`src/hdl/cbt_pkg.sv`:
```
// ----------------------------------------------------------------------------
// cbt_pkg
// Types and constants shared by the filtered checkerboard texture block.
// ----------------------------------------------------------------------------
package cbt_pkg;

  localparam int DIFF_W = 27;
  localparam int QUOT_W = 17;
  localparam logic [QUOT_W-1:0] WEIGHT_ONE  = 17'd65536;
  localparam logic [QUOT_W-1:0] WEIGHT_HALF = 17'd32768;

  typedef enum logic [2:0] {
    REG_COLOR_A_RED   = 3'd0,
    REG_COLOR_A_GREEN = 3'd1,
    REG_COLOR_A_BLUE  = 3'd2,
    REG_COLOR_B_RED   = 3'd3,
    REG_COLOR_B_GREEN = 3'd4,
    REG_COLOR_B_BLUE  = 3'd5
  } reg_index_t;

  typedef struct packed {
    logic signed [31:0] tex_s;
    logic signed [31:0] tex_t;
    logic signed [31:0] s_per_x;
    logic signed [31:0] s_per_y;
    logic signed [31:0] t_per_x;
    logic signed [31:0] t_per_y;
  } req_t;

  typedef struct packed {
    logic [15:0] out_red;
    logic [15:0] out_green;
    logic [15:0] out_blue;
  } rsp_t;

  typedef struct packed {
    logic [15:0] a_red;
    logic [15:0] a_green;
    logic [15:0] a_blue;
    logic [15:0] b_red;
    logic [15:0] b_green;
    logic [15:0] b_blue;
  } colors_t;

  typedef struct packed {
    logic one_check;
    logic odd;
    logic wide;
    logic s_zero;
    logic s_bit;
    logic t_zero;
    logic t_bit;
  } flags_t;

  typedef struct packed {
    flags_t              flags;
    logic [DIFF_W-1:0]   diff_s;
    logic [DIFF_W-1:0]   den_s;
    logic [DIFF_W-1:0]   diff_t;
    logic [DIFF_W-1:0]   den_t;
  } class_t;

endpackage

```
`src/hdl/cbt_queue.sv`:
```
// ----------------------------------------------------------------------------
// cbt_queue
// Four-entry queue of classified items between the front and back parts.
// ----------------------------------------------------------------------------
module cbt_queue
  import cbt_pkg::*;
(
  input  logic   clk,
  input  logic   rst,
  input  logic   push,
  input  class_t entry_in,
  input  logic   pop,
  output class_t entry_out,
  output logic   full,
  output logic   nonempty
);

  class_t     slots [4];
  logic [1:0] wr_ptr;
  logic [1:0] rd_ptr;
  logic [2:0] count;

  assign full      = (count == 3'd4);
  assign nonempty  = (count != 3'd0);
  assign entry_out = slots[rd_ptr];

  always_ff @(posedge clk) begin
    if (push) begin
      slots[wr_ptr] <= entry_in;
    end
    if (rst) begin
      wr_ptr <= '0;
      rd_ptr <= '0;
      count  <= '0;
    end else begin
      if (push) begin
        wr_ptr <= wr_ptr + 2'd1;
      end
      if (pop) begin
        rd_ptr <= rd_ptr + 2'd1;
      end
      count <= count + {2'b0, push} - {2'b0, pop};
    end
  end

endmodule

```
`config.mk`:
```
export PLATFORM = sky130hd
export DESIGN_NAME = cbt_queue
export DESIGN_NICKNAME = d
export VERILOG_FILES = /design/src/hdl/cbt_pkg.sv /design/src/hdl/cbt_queue.sv
export SDC_FILE = /design/constraint.sdc
export NUM_CORES = 1
export LEC_CHECK = 0
export ABC_AREA = 1
export BUFFER_PORTS_ARGS = -buffer_cell sky130_fd_sc_hd__buf_2
export CAP_MARGIN = 30
export CORE_MARGIN = 5
export CORE_UTILIZATION = 60
export DETAILED_ROUTE_END_ITERATION = 8
export PLACE_DENSITY = 0.89
export SLEW_MARGIN = 0
export SYNTH_ARGS = -nofsm -noshare
export SYNTH_HDL_FRONTEND = slang
export SYNTH_SLANG_ARGS = --single-unit
```
`constraint.sdc`:
```
create_clock -name clk -period 5.03 [get_ports clk]
set_input_delay 0 -clock clk [delete_from_list [all_inputs] [get_ports clk]]
set_output_delay 0 -clock clk [all_outputs]
set_load 0.03 [all_outputs]
```
# Word level (Yosys, flattened, before mapping)
# Memories as Yosys holds them, arrays and structs flattened. A register that Yosys moved wholly into a read port is not among the register bits.
# Index checks and enable logic that the tools add are counted.
# op_classes
addsub	4
muxes	4
n_eq_ne	1
n_reduce_logical	1
# op_table
op	count
$add A2 B1 Y2 const B	2
$mux W2	2
$add A3 B1 Y3	1
$eq A3 B3 Y1 const B	1
$reduce_bool A3 Y1	1
$sub A3 B1 Y3	1
$mux W1	2
# totals
output_inout_bits	117
word_cells	14
reg_bits	7
mem_count	1
mem_bits_rw	460
# memory_table
memory	depth	word_bits	rd	rd_clocked_by_memory_dff	write_ports	line	rtl
slots	4	115	1	1	1	cbt_queue.sv:18	class_t slots [4];

# Depth between registers and ports, before layout
# depth
word_depth	3
mapped_depth	8
depth_no_buf	8

# Worst setup path after synthesis
# No wires, ideal clock.
# synth_timing
path_type	register to register
startpoint	register wr_ptr[0]
endpoint	memory slots[2][0] (netlist bit) (enable)
setup_slack_ps	1756
stages_incl_launch_ff	5
t_arrival_ps	2806
required_ps	4562
path_cell_list	dfxtp_1 > inv_1 > ha_1 > nand2_1 > inv_1
# synth_rtl
item	line	rtl
start: declaration	cbt_queue.sv:19	logic [1:0] wr_ptr;
start signal: assignment	cbt_queue.sv:37	wr_ptr <= wr_ptr + 2'd1;
end: declaration	cbt_queue.sv:18	
# No word-level cell before the write port.

==> flow_summary.ini <==
[outcome]
run_status = finished clean

[grt]
track_usage = 0.2218
antenna_found_initial = 5
grt_max_degree = 179
grt_overflow_total = 0
grt_pass1_wl_mm = 62.82
grt_pass1_vias = 12060

[die]
core_area_sq_um = 31390
pin_count = 236
die_y_microns = 187.9
start_util = 0.6045
rows = 65
die_w_microns = 187.9
die_area_sq_um = 35290

[routing]
via_per_inst = 5.347
ant_nets = 0
wl_mm = 39.80
drc_errors = 0
dr.pass1.iters = 5
wl_per_cell_microns = 18.26
drt_iter0_markers = 931
vias = 11650

[critical_path]
critPathLaunchType = flop
critical_path.endpoint_type = output port
worstPathCellList = buf_12, buf_4, a21oi_1, o21ai_1, nand2_1, buf_2
path_buf_inv = 3
arrival_ns = 2.89
path_class = reg -> out
cp_max_fo = 178
critical_path.max_stage_delay_ns = 0.79
slowest_stage = buf_4
critical_path_required_ns = 5.03
crit_family = buffers and inverters

[clocking]
htree_levels = 2
cts_tree = done
clkSinkCount = 469
ctsLongestPathBuffers = 3
hold_buffers = 118
path_clk_slew_ns = 0.06
clk_latency_ns = 0.53
cts_resized = 0
post_cts_buffers = 0
cts_made_buffers = 46
root_buffer = clkbuf_16

[logic_synthesis]
synthMuxAreaShare = 0
synth-seq-cells = 469
syn_area_sq_um = 18980
synthAdderAreaFrac = 0.005011
synth_cell_types = 19
synth_simple_gate_area_share = 0.04839
ys_seq_area_frac = 0.7373
synth-xor-area-share = 0
synth_area_per_cell_sq_um = 13.58
synth_top_family_by_area = compound AO/OA/AOI/OAI gates
synth_fp_nets = 1524
yosys_warnings = 0
synthCells = 1398
synth_compound_area_frac = 0.1286

[timing]
setup_tns_ns = 0
hold_violations = 0
worst_pin_slew_ns = 0.9725
fmax_mhz = 345.6
min_period_ns = 2.893
slew_headroom = 0.3517
finalClockSkew_ns = 0.008007
drv_slew = 0
setup_viol = 0
period_share = 0.5752
rsz0062_at_grt = false

[run]
cap_violations = 0

[power_and_ir_drop]
finalPower_w = 0.008941
leakagePower_nw = 8.895
pwr_density_cell_nw_per_um2 = 391.3
vdd_drop_max_mv = 0.2462

[place]
port_buffers = 235
hpwl_mm = 22.72
dp.cells = 1974
place_congestion = 0.7744

[worst_hold_path]
hp-class = in -> reg

[final_layout]
final_common_cell = edfxtp_1
area_growth_pct = 20.40
finalNonFillerCells = 2179
final_layout_size_suffix_gt1_frac = 0.2306
mostFrequentLayoutCells = edfxtp_1 (460), inv_1 (242), nand2_1 (238)
fin_nets = 1864
state kept, by name (all words and copies together), names as in the netlist, named ones only:
register / count
slots: 460
count: 3
rd_ptr: 2
wr_ptr: 2
worst reg2reg max path: stages (launching register included):
cell     delay (ns)
dfxtp_1        0.33
inv_1          0.10
ha_1           0.16
nand2_1        0.08
inv_4          0.61
buf_4          0.56
final timing paths:
kind | start | end | slack (ns) | depth (start not counted)
worst max-delay path | flop | entry_out[36] | 2.14 | 6
worst min-delay path | rst | count[0]$_SDFF_PP0_ | 0.21 | 3
worst max register to register | wr_ptr[1]$_SDFFE_PP0P_ | slots[1][35]$_DFFE_PP_ | 2.80 | 5
worst min register to register | rd_ptr[1]$_SDFFE_PP0P_ | flop | 0.46 | 2
synth_stat cells:
library cell / instances / share of area
o21ai_0: 19 / 0.0050
inv_1: 246 / 0.049
nor2_1: 4 / 0.00079
o211ai_2: 30 / 0.020
buf_6: 18 / 0.011
o211ai_1: 85 / 0.034
nand2_1: 238 / 0.047
buf_4: 21 / 0.0083
nand3_1: 2 / 0.00053
a21oi_2: 60 / 0.028
dfxtp_1: 9 / 0.0095
o21ai_1: 100 / 0.026
buf_2: 30 / 0.0079
buf_8: 6 / 0.0047
clkbuf_1: 2 / 0.00040
a21oi_1: 61 / 0.016
ha_1: 6 / 0.0040
fa_1: 1 / 0.0011
edfxtp_1: 460 / 0.73
cell type report:
cell class	instances	area, sq um
Clock buffer	67	1314
Inverter	246	933.4
Tap cell	402	503.0
Fill cell	1872	8542
Antenna cell	3	7.507
Sequential cell	469	14000
Multi-Input combinational cell	606	3453
Timing Repair Buffer	369	2502
Clock inverter	17	136.4
power by group:
group / leakage [nW] / switching (W) / total, W / internal [W]
clock: 0.703 / 0.00137 / 0.00329 / 0.00192
sequential: 4.30 / 0.0000589 / 0.00453 / 0.00447
combinational: 3.89 / 0.000788 / 0.00112 / 0.000336
logic make-up after synthesis:
logic type | count (synthesis)
DFF | 469
adders and majority gates | 7
and+or+nand+nor | 244
AOI/OAI and AO/OA | 355
buffers and inverters | 323
per-stage QoR:
step                utilization  hold slack, ns  instance area [sq um]  setup slack (ns)
floorplan                     -         0.07122                  18980             1.756
global placement         0.6438          0.1923                  20210             2.803
detailed placement       0.6438          0.2019                  20210             2.726
CTS                      0.7277          0.1668                  22840             2.134
global route             0.7279          0.2139                  22850             1.874
finish                   0.7279          0.2109                  22850             2.137
per-layer routing:
layer | global-route usage | routed length (microns) | up-vias
met2 | 0.3863 | 20160 | 414
met4 | 0.08075 | 1344 | 4
met1 | 0.2771 | 15710 | 5572
met5 | 0 | 24 | -
met3 | 0.04654 | 2564 | 101
li1 | - | - | 5560
Power figures use the tool's default switching activity.
