[src/hdl/cbt_pkg.sv]
// ----------------------------------------------------------------------------
// cbt_pkg
// Types and constants shared by the filtered checkerboard texture block.
// ----------------------------------------------------------------------------
package cbt_pkg;

  localparam int DIFF_W = 27;
  localparam int QUOT_W = 17;
  localparam logic [QUOT_W-1:0] WEIGHT_ONE  = 17'd65536;
  localparam logic [QUOT_W-1:0] WEIGHT_HALF = 17'd32768;

  typedef enum logic [2:0] {
    REG_COLOR_A_RED   = 3'd0,
    REG_COLOR_A_GREEN = 3'd1,
    REG_COLOR_A_BLUE  = 3'd2,
    REG_COLOR_B_RED   = 3'd3,
    REG_COLOR_B_GREEN = 3'd4,
    REG_COLOR_B_BLUE  = 3'd5
  } reg_index_t;

  typedef struct packed {
    logic signed [31:0] tex_s;
    logic signed [31:0] tex_t;
    logic signed [31:0] s_per_x;
    logic signed [31:0] s_per_y;
    logic signed [31:0] t_per_x;
    logic signed [31:0] t_per_y;
  } req_t;

  typedef struct packed {
    logic [15:0] out_red;
    logic [15:0] out_green;
    logic [15:0] out_blue;
  } rsp_t;

  typedef struct packed {
    logic [15:0] a_red;
    logic [15:0] a_green;
    logic [15:0] a_blue;
    logic [15:0] b_red;
    logic [15:0] b_green;
    logic [15:0] b_blue;
  } colors_t;

  typedef struct packed {
    logic one_check;
    logic odd;
    logic wide;
    logic s_zero;
    logic s_bit;
    logic t_zero;
    logic t_bit;
  } flags_t;

  typedef struct packed {
    flags_t              flags;
    logic [DIFF_W-1:0]   diff_s;
    logic [DIFF_W-1:0]   den_s;
    logic [DIFF_W-1:0]   diff_t;
    logic [DIFF_W-1:0]   den_t;
  } class_t;

endpackage

[src/hdl/cbt_front.sv]
// ----------------------------------------------------------------------------
// cbt_front
// Doubles coordinates, forms half widths and classifies each sample.
// ----------------------------------------------------------------------------
module cbt_front
  import cbt_pkg::*;
#(
  parameter int COORD_FRAC_BITS = 16
)
(
  input  logic   clk,
  input  logic   rst,
  input  logic   req_valid,
  output logic   req_stall,
  input  req_t   req,
  input  logic   full,
  output logic   push,
  output class_t entry
);

  localparam int CW = 36;
  localparam logic signed [CW-1:0] ONE  = 36'sd1 <<< COORD_FRAC_BITS;
  localparam logic signed [CW-1:0] MASK = ONE - 36'sd1;

  function automatic logic [34:0] dbl_abs(input logic signed [31:0] v);
    logic signed [CW-1:0] d;
    d = {{3{v[31]}}, v, 1'b0};
    return d[CW-1] ? 35'(-d) : 35'(d);
  endfunction

  function automatic logic signed [CW-1:0] stripe(input logic signed [CW-1:0] x);
    logic signed [CW-1:0] hf;
    hf = (x >>> (COORD_FRAC_BITS + 1)) <<< COORD_FRAC_BITS;
    return hf + (x[COORD_FRAC_BITS] ? (x & MASK) : '0);
  endfunction

  logic                 f1_valid;
  logic                 f2_valid;
  logic signed [CW-1:0] s;
  logic signed [CW-1:0] t;
  logic [34:0]          hs;
  logic [34:0]          ht;
  logic                 take2;
  logic                 f1_en;
  logic [34:0]          ax;
  logic [34:0]          ay;
  logic [34:0]          bx;
  logic [34:0]          by;
  logic signed [CW-1:0] hs_w;
  logic signed [CW-1:0] ht_w;
  logic signed [CW-1:0] s_lo;
  logic signed [CW-1:0] s_hi;
  logic signed [CW-1:0] t_lo;
  logic signed [CW-1:0] t_hi;
  logic signed [CW-1:0] ds;
  logic signed [CW-1:0] dt;
  logic                 use_s;
  logic                 use_t;
  class_t               entry_next;

  assign take2     = !f2_valid || !full;
  assign f1_en     = !f1_valid || take2;
  assign req_stall = !f1_en;
  assign push      = f2_valid && !full;

  always_comb begin
    ax = dbl_abs(req.s_per_x);
    ay = dbl_abs(req.s_per_y);
    bx = dbl_abs(req.t_per_x);
    by = dbl_abs(req.t_per_y);
    hs_w = signed'({1'b0, hs});
    ht_w = signed'({1'b0, ht});
    s_lo = s - hs_w;
    s_hi = s + hs_w;
    t_lo = t - ht_w;
    t_hi = t + ht_w;
    ds = stripe(s_hi) - stripe(s_lo);
    dt = stripe(t_hi) - stripe(t_lo);
    use_s = (hs != '0) && (hs_w <= ONE);
    use_t = (ht != '0) && (ht_w <= ONE);
    entry_next.flags.one_check =
        ((s_lo >>> COORD_FRAC_BITS) == (s_hi >>> COORD_FRAC_BITS)) &&
        ((t_lo >>> COORD_FRAC_BITS) == (t_hi >>> COORD_FRAC_BITS));
    entry_next.flags.odd    = s[COORD_FRAC_BITS] ^ t[COORD_FRAC_BITS];
    entry_next.flags.wide   = (hs_w > ONE) || (ht_w > ONE);
    entry_next.flags.s_zero = (hs == '0);
    entry_next.flags.s_bit  = s[COORD_FRAC_BITS];
    entry_next.flags.t_zero = (ht == '0);
    entry_next.flags.t_bit  = t[COORD_FRAC_BITS];
    entry_next.diff_s = (use_s && !ds[CW-1]) ? DIFF_W'(ds) : '0;
    entry_next.den_s  = use_s ? DIFF_W'({hs, 1'b0}) : DIFF_W'(1);
    entry_next.diff_t = (use_t && !dt[CW-1]) ? DIFF_W'(dt) : '0;
    entry_next.den_t  = use_t ? DIFF_W'({ht, 1'b0}) : DIFF_W'(1);
  end

  always_ff @(posedge clk) begin
    if (f1_en) begin
      s  <= {{3{req.tex_s[31]}}, req.tex_s, 1'b0};
      t  <= {{3{req.tex_t[31]}}, req.tex_t, 1'b0};
      hs <= (ax > ay) ? ax : ay;
      ht <= (bx > by) ? bx : by;
    end
    if (take2) begin
      entry <= entry_next;
    end
    if (rst) begin
      f1_valid <= 1'b0;
      f2_valid <= 1'b0;
    end else begin
      if (f1_en) begin
        f1_valid <= req_valid;
      end
      if (take2) begin
        f2_valid <= f1_valid;
      end
    end
  end

endmodule

[config.mk]
export PLATFORM = sky130hd
export DESIGN_NAME = cbt_front
export DESIGN_NICKNAME = d
export VERILOG_FILES = /design/src/hdl/cbt_pkg.sv /design/src/hdl/cbt_front.sv
export SDC_FILE = /design/constraint.sdc
export NUM_CORES = 1
export LEC_CHECK = 0
export ABC_CLOCK_PERIOD_IN_PS = 7200
export BUFFER_PORTS_ARGS = -buffer_cell sky130_fd_sc_hd__buf_4
export CORE_MARGIN = 4
export CORE_UTILIZATION = 40
export DETAILED_ROUTE_END_ITERATION = 7
export GPL_ROUTABILITY_DRIVEN = 1
export PLACE_DENSITY = 0.66
export SYNTH_ARGS = -nofsm -noshare
export SYNTH_HDL_FRONTEND = slang
export SYNTH_SLANG_ARGS = --single-unit
[constraint.sdc]
create_clock -name clk -period 7.2 [get_ports clk]
set_clock_uncertainty 0.1 [all_clocks]
set_input_delay 0.72 -clock clk [delete_from_list [all_inputs] [get_ports clk]]
set_output_delay 0.72 -clock clk [all_outputs]
set_load 0.02 [all_outputs]
== Yosys cells after proc, flatten, opt, wreduce, memory -nomap -nowiden ==
Cells that the tools add are included.
Cells by class
  $lt $le $gt $ge: 6
  add/sub/neg operators: 14
  multipliers: 0
  shifts and indexed selects: 0
  divide/modulo/power cells: 0
  reductions and logical operators: 19
  bitwise gates (word level): 1
  equal/unequal tests: 2
  multiplexer cells: 12
Operators with widths (count)
  35-bit two-way mux: 6
  35-bit by 17-bit adder with 36-bit output: 4
  33-bit negation with 35-bit output: 4
  33-bit by 36-bit adder with 36-bit output: 2
  33-bit by 36-bit subtractor with 36-bit output: 2
  36-bit subtractor: 2
  35-bit by 17-bit > comparator with 1-bit output, second input constant: 2
  35-bit > comparator: 2
  35-bit by 17-bit less-or-equal comparator with 1-bit output, second input constant: 2
  35-bit logical NOT: 2
  35-bit nonzero test: 2
  16-bit two-way mux: 4
  20-bit == test: 2
  1-bit logical AND: 6
  1-bit logical NOT: 6
  1-bit logical OR: 3
  1-bit two-way mux: 2
  1-bit XOR: 1
Word-level totals
  memory bits (read-only): 0
  bits of input ports: 196
  register bits after elaboration: 251
  RAM bits: 0
  bits in latches: 0
  output and inout bits: 117
  word-level logic and storage cells: 73
  memories kept: 0

== Longest topological paths before layout ==
Gate-level depths: netlist (run 1).
  depth after elaboration: 6
  depth in mapped cells: 30
  mapped depth without buffers: 29

== Worst setup path before layout (run 1) ==
Ideal clock, no wire load.
  path kind: register to register
  start point: register hs[8]
  end point: register entry[105] (netlist bit), data pin
  clock period less this slack: 6114 ps
  library setup time: 255 ps
  required time: 6845 ps
  data arrival time: 5760 ps
  buffers on the path: 3
  stages on the path, launching flop included: 28
  setup slack: 1086 ps
  cells stage by stage: edfxtp_1 > inv_1 > ha_1 > buf_6 > or4_4 > or3_1 > o21ba_1 > a2111oi_4 > or2_2 > xnor2_1 > clkbuf_1 > nand2_1 > ha_1 > inv_1 > ha_1 > clkbuf_1 > a21o_1 > or4_1 > o21ai_0 > a21oi_1 > a211oi_1 > nor4_1 > o21a_1 > nor2_1 > a21oi_1 > o41ai_1 > xnor2_1 > and2_1
Between the ends
  word-level cells in the longest chain between the ends: 6
  elaborated cells between the ends (all ways): 12
  those cells by class: add/sub: 5; order compare: 1; mux: 2; reduce/logical: 4
RTL lines
  from (decl): line cbt_front.sv:41  | logic [34:0] hs;
  from (signal assigned): line cbt_front.sv:100  | hs <= (ax > ay) ? ax : ay;
  33-bit by 36-bit adder with 36-bit output / 33-bit by 36-bit subtractor with 36-bit output (equally long branches): line cbt_front.sv:74, cbt_front.sv:73
  16-bit two-way mux: line cbt_front.sv:34  | return hf + (x[COORD_FRAC_BITS] ? (x & MASK) : '0);
  35-bit by 17-bit adder with 36-bit output: line cbt_front.sv:34
  36-bit subtractor: line cbt_front.sv:77  | ds = stripe(s_hi) - stripe(s_lo);
  1-bit logical NOT: line cbt_front.sv:90  | entry_next.diff_s = (use_s && !ds[CW-1]) ? DIFF_W'(ds) : '0;
  1-bit logical AND: line cbt_front.sv:90
  to (signal assigned): line cbt_front.sv:104  | entry <= entry_next;
  to (decl): line cbt_front.sv:18  | output class_t entry
Several ways; a longest one is shown, not always the timed one.
A chain may end at the register's enable or synchronous reset.

== Final worst setup path (run 1) ==
  start point: register hs[2]
  end point: register entry[107] (netlist bit), data pin
Same word-level chain as after synthesis.

==> flow_summary.toml, run 1 <==
[global_routing]
antenna_found_initial = 4
grt-ovfl-total = 0
grt_start_max_net_pins = 63
grtUsageMet1 = 0.3027
track_usage = 0.2010
grtUsageMet3 = 0.02845
grtUsageMet2 = 0.3022
grt_pass1_wl_mm = 105.6
busiest_layer = "met1"
grt_pass1_vias = 19450

[worst_setup_path]
max_stage_delay_ps = 480
cp_common_cell = "ha_1"
required_ps = 7430
crit_fanout = 9
critPathSlowestCell = "o31ai_1"
crit_path_end_kind = "flop"
start_kind = "flop"
worstSetupPathType = "reg -> reg"
worst_ep_arrival_time_ps = 6750

[floorplan]
core.rowCount = 89
start_util = 0.4063
die_h_um = 253.8
io_pins = 313
core_um2 = 59460
fp.dieW_um = 253.8
dieArea_um2 = 64400

[finish]
area_growth_pct = 17.35
stdcell_count = 3869
fillers = 5783
utilization = 0.4768
final_layout_size_suffix_gt1_frac = 0.1338
regArea_um2 = 7337
mostFrequentLayoutCells = "ha_1 (341), buf_4 (326), inv_1 (283), nor2_1 (276), a21oi_1 (254)"
layout_commonest_cell = "ha_1"
final_area_um2 = 28350
multi_input_area_um2 = 15520
final_nets = 3611

[clocking]
clockBufferDepth = 3
cts_num_sinks = 245
clockRootBuffer = "clkbuf_16"
clk_latency_ps = 580
cts_tree = "done"
h-tree-depth = 1
postCtsHoldBufs = 0
cts.clk_slew.worst_paths_ps = 60
numCtsBuffers = 30

[drt]
drtIter0Drc = 1570
drt-wirelength-per-cell_um = 17.33
vias = 20760
viasPerCell = 5.365
ant_nets = 0
dr.pass1.iters = 5
drt_wl_total_mm = 67.06
route.detailed.drc = 0

[timing]
fin_crit_ps = 6521
max_freq_mhz = 153.3
hold_violations = 0
rsz0062_at_grt = "no"
maxSlewViolCount = 0
min_period_over_period = 0.9057
relSlewSlack = 0.4387
worstMarginPinSlew_ps = 842.0
tns_ps = 0
setup_viol = 0

[power_and_ir_drop]
power_density_nw_per_um2 = 388.6
peakVddDrop_v = 0.0002432
leakagePower_nw = 12.86

[place]
hpwl_mm = 54.90
dp.cells = 3813
port-buffer-count = 308
gp_congestion = 0.9240
dpl_cell_area_um2 = 27330

[synth]
synthesis.area_um2 = 24160
synth.distinct_cells = 83
synth_cells = 2777
syn_area_per_cell_um2 = 8.701
ys.warnings.count = 0
synth-seq-cells = 245
ys_dominant_reg_cell = "edfxtp_1"
async_flop_share = 0
synth_edf_count = 243
seq_area_frac_synth = 0.3036

[status]
status = "finished, final reports clean"

[run]
maxCapViolCount = 0

[worst_hold_path]
hold_class = "in -> reg"
==> sequential cells by signal, summed over array words and instances (netlist names) <==
| name | count |
|---|---|
| f1_valid | 1 |
| s | 32 |
| f2_valid | 1 |
| entry | 111 |
| ht | 34 |
| t | 32 |
| hs | 34 |
==> worst paths after layout <==
| kind | slack (ps) | end | cells past startpoint | startpoint |
|---|---|---|---|---|
| max | 680 | entry[107] | 25 | hs[2] |
| min | 200 | f1_valid | 2 | rst |
| max reg2reg | 680 | entry[107] | 25 | hs[2] |
| min reg2reg | 430 | f2_valid | 2 | f1_valid |
==> through the flow <==
stage               setup WS (ps)  power, mW  hold WS [ps]
finish                      678.9      11.02         199.0
global route                150.4      12.13         173.7
CTS                         602.7      11.03         151.1
detailed placement          625.7      9.390         422.5
global placement            815.0      9.410         413.9
floorplan                    1086      7.626         337.4
==> cell families (layout without fill, tap and decap cells) <==
family,count (synthesis),in the layout,share of synthesized area
xor+xnor,279,279,0.1011
mux,4,4,0.001657
flops,245,245,0.3036
other cells,2,36,0.0003108
compound gates,702,702,0.1847
buf+inv,378,663,0.06089
simple gates,822,822,0.1686
fa+ha+maj,345,345,0.1791
==> per-layer routing <==
layer	up-vias	wire, um
met5	-	13
met4	2	1684
met3	99	3953
met2	599	28650
met1	9574	32760
li1	10480	-
==> cells in the mapped netlist (all sizes together), types with 13 or more instances <==
library cell  instances  area, um^2
xor2                110       963.4
a21oi               254        1271
a21o                 84       630.6
nor2                276        1036
o211ai               13       97.59
nand2b               43       269.0
nor4                 54       375.4
a211oi               14       105.1
or3                  24       150.1
o31ai                40       300.3
xnor2               169        1480
or4                  23       176.4
o21a                 16       120.1
and3                 13       81.33
clkbuf               74       279.0
nor3                 76       391.6
a31oi                17       112.6
nand3                33       165.2
nand2               154       578.1
o21ai               133       665.6
inv                 283        1062
edfxtp              243        7297
or2                  18       112.6
buf                  21       130.1
and2                 14       87.58
o21bai               39       292.8
nor2b                27       168.9
ha                  341        4267
nand4                44       275.3
o41ai                23       201.4
==> critical path, delay by kind of cell (launching register included) <==
kind	cells	cell delay, ps
and+or+nand+nor	5	1010
adders and majority gates	3	940
muxes	1	210
AOI/OAI and AO/OA	12	2690
buffers and inverters	3	390
xor gates and xnor gates	1	450
DFF	1	460
==> power by group <==
| group | total (mW) | internal [mW] | switching [mW] |
|---|---|---|---|
| Clock | 1.56 | 0.939 | 0.621 |
| Combinational | 7.65 | 3.13 | 4.52 |
| Sequential | 1.81 | 1.71 | 0.103 |
==> layout make-up <==
cell class / instances / share of cell area
Antenna cell: 2 / 0.0001765
Multi-Input combinational cell: 2186 / 0.5475
Sequential cell: 245 / 0.2588
Inverter: 283 / 0.03746
Tap cell: 773 / 0.03411
Clock inverter: 21 / 0.008781
Clock buffer: 33 / 0.02687
Timing Repair Buffer: 326 / 0.08631
==> timing repair <==
action | CTS | global route
gates resized for setup | 0 | 1
buffers inserted | 0 | 0
setup endpoints to repair | 0 | 2
No activity file was read; power rests on OpenSTA's default activity.
==> run 2, diff against run 1 <==
--- a/config.mk
+++ b/config.mk
@@ -5,7 +5,7 @@
 export SDC_FILE = /design/constraint.sdc
 export NUM_CORES = 1
 export LEC_CHECK = 0
-export ABC_CLOCK_PERIOD_IN_PS = 7200
+export ABC_CLOCK_PERIOD_IN_PS = 8400
 export BUFFER_PORTS_ARGS = -buffer_cell sky130_fd_sc_hd__buf_4
 export CORE_MARGIN = 4
 export CORE_UTILIZATION = 40
==> constraint.sdc (replaced) <==
create_clock -name clk -period 8.4 [get_ports clk]
set_clock_uncertainty 0.1 [all_clocks]
set_input_delay 0.84 -clock clk [delete_from_list [all_inputs] [get_ports clk]]
set_output_delay 0.84 -clock clk [all_outputs]
set_load 0.02 [all_outputs]
==> run 2 against run 1 <==
Net effect: routed wire length decreased by 0.15%; first-iteration DRC count increased by 6.6%; global-route usage decreased by 0.062 points; die area unchanged; worst setup slack improved by 760 ps; final area increased by 0.15%; register-to-register slack improved by 760 ps; largest power group unchanged.
==> flow_summary.toml, run 2 (synthesis gave the netlist of run 1 again) <==
[finish]
mostFrequentLayoutCells = "ha_1 (341), buf_4 (319), inv_1 (283), nor2_1 (276), a21oi_1 (254)"
final_layout_size_suffix_gt1_frac = 0.1324
top_regs = "entry: 111 flops, hs: 34 flops, ht: 34 flops"
layout_commonest_cell = "ha_1"
final_nets = 3604
largest-register = "entry"
area_growth_pct = 17.52
final_area_um2 = 28400
largest_reg_flops = 111

[clocking]
cts_num_sinks = 245
clockBufferDepth = 3
cts_resized = 0
clk_latency_ps = 580
numCtsBuffers = 30
clockRootBuffer = "clkbuf_16"
cts.clk_slew.worst_paths_ps = 60
cts_tree = "done"
h-tree-depth = 1
postCtsHoldBufs = 0
post_cts_buffers = 0

[floorplan]
io_pins = 313
fp.dieW_um = 253.8
core_um2 = 59460
dieArea_um2 = 64400
die_h_um = 253.8
core.rowCount = 89
start_util = 0.4063

[place]
hpwl_mm = 54.77
gp_congestion = 0.9307
dpl_cell_area_um2 = 27280
port-buffer-count = 308

[power_and_ir_drop]
power_density_nw_per_um2 = 336.8
leakagePower_nw = 12.87
peakVddDrop_v = 0.0001965
switching_power_mw = 4.523
p_seq_frac = 0.162
combPwrFrac = 0.685
p_sw_frac = 0.4730
clkPwrFrac = 0.152
p_int_mw = 5.040

[worst_setup_path]
ff2ff_path_depth = 23
r2r_setup_slack_ps = 1440
worst_ep_arrival_time_ps = 7180
worstSetupPathType = "reg -> reg"
crit_path_end_kind = "flop"
required_ps = 8610
start_kind = "flop"
rr_endpoint = "entry[101]"
rr_startpoint = "hs[8]"
crit_fanout = 15

[worst_hold_path]
min-delay-start = "rst"
hold_path_depth = 2
whs_endpoint = "f1_valid"
hold_class = "in -> reg"

[timing]
holdWs_ps = 319.0
hold_violations = 0
fin_crit_ps = 6965
relSlewSlack = 0.2433
tns_ps = 0
maxSlewViolCount = 0
max_freq_mhz = 143.6
worstMarginPinSlew_ps = 1127
min_period_over_period = 0.8291
setup_viol = 0
rsz0062_at_grt = "no"

[drt]
drt_wl_total_mm = 66.96
vias = 20650
drtIter0Drc = 1673
viasPerCell = 5.346
dr.pass1.iters = 5
drt-wirelength-per-cell_um = 17.34
route.detailed.drc = 0
ant_nets = 0

[global_routing]
antenna_found_initial = 1
grt_pass1_wl_mm = 104.9
track_usage = 0.2004
grt-ovfl-total = 0
grt_pass1_vias = 19330
grt_start_max_net_pins = 72

[status]
status = "finished, final reports clean"

[run]
maxCapViolCount = 0
==> run 2: critical path, cell delays in order (launching register included) <==
cell and delay, ps:
edfxtp_1 370, inv_1 70, ha_1 410, or4_4 590, or3_1 320, o21ba_1 250
a211o_1 340, a21oi_1 220, o41ai_1 190, a211oi_1 330, o22ai_1 180, o31ai_1 330
a21oi_1 120, o21bai_1 170, xor2_1 90, ha_1 300, inv_1 50, ha_1 290
nand4_1 200, o21ai_0 700, inv_1 180, a21boi_4 510, nor3_4 160, and3b_1 260
==> run 2: worst max path at each step <==
stage	slack, ps	from	depth (start not counted)	to
2_1_floorplan	2290	hs[8]	27	entry[105]
3_3_place_gp	1610	hs[3]	24	entry[101]
3_5_place_dp	1490	hs[2]	24	entry[101]
4_1_cts	1470	hs[2]	24	entry[101]
5_1_grt	860	hs[3]	24	entry[101]
6_report	1440	hs[8]	23	entry[101]
==> run 2: cell type report <==
class	count	area (um^2)
fillers	5772	31070
diodes	1	2.502
multi-input cells	2186	15520
repair buffers	319	2395
well taps	773	967.2
clock inverters	20	325.3
flip-flops and latches	245	7337
clock buffers	35	790.8
inverters	283	1062
==> run 2: per-stage QoR <==
step,worst slack [ps],power (mW),cells,util
after floorplan,2286,6.536,2809,-
after global placement,1615,8.070,3806,0.4587
after detailed placement,1490,8.053,3806,0.4587
after CTS,1474,9.578,3861,0.4775
after global routing,857.6,10.51,3862,0.4775
final,1435,9.563,3862,0.4775
==> run 2: per-layer routing <==
| layer | up-vias | GRT usage | wire length [um] |
|---|---|---|---|
| met5 | - | 0 | 0 |
| met4 | 0 | 0.05752 | 1935 |
| met3 | 94 | 0.02927 | 3925 |
| met2 | 565 | 0.3060 | 28710 |
| met1 | 9508 | 0.2951 | 32390 |
| li1 | 10480 | - | - |
==> run 2: power by group through the flow <==
stage	sequential [mW]	combinational, mW	clock (mW)
floorplan	1.57	4.97	0
global placement	1.57	6.49	0
detailed placement	1.58	6.47	0
CTS	1.55	6.52	1.50
global route	1.57	7.39	1.55
finish	1.55	6.55	1.46
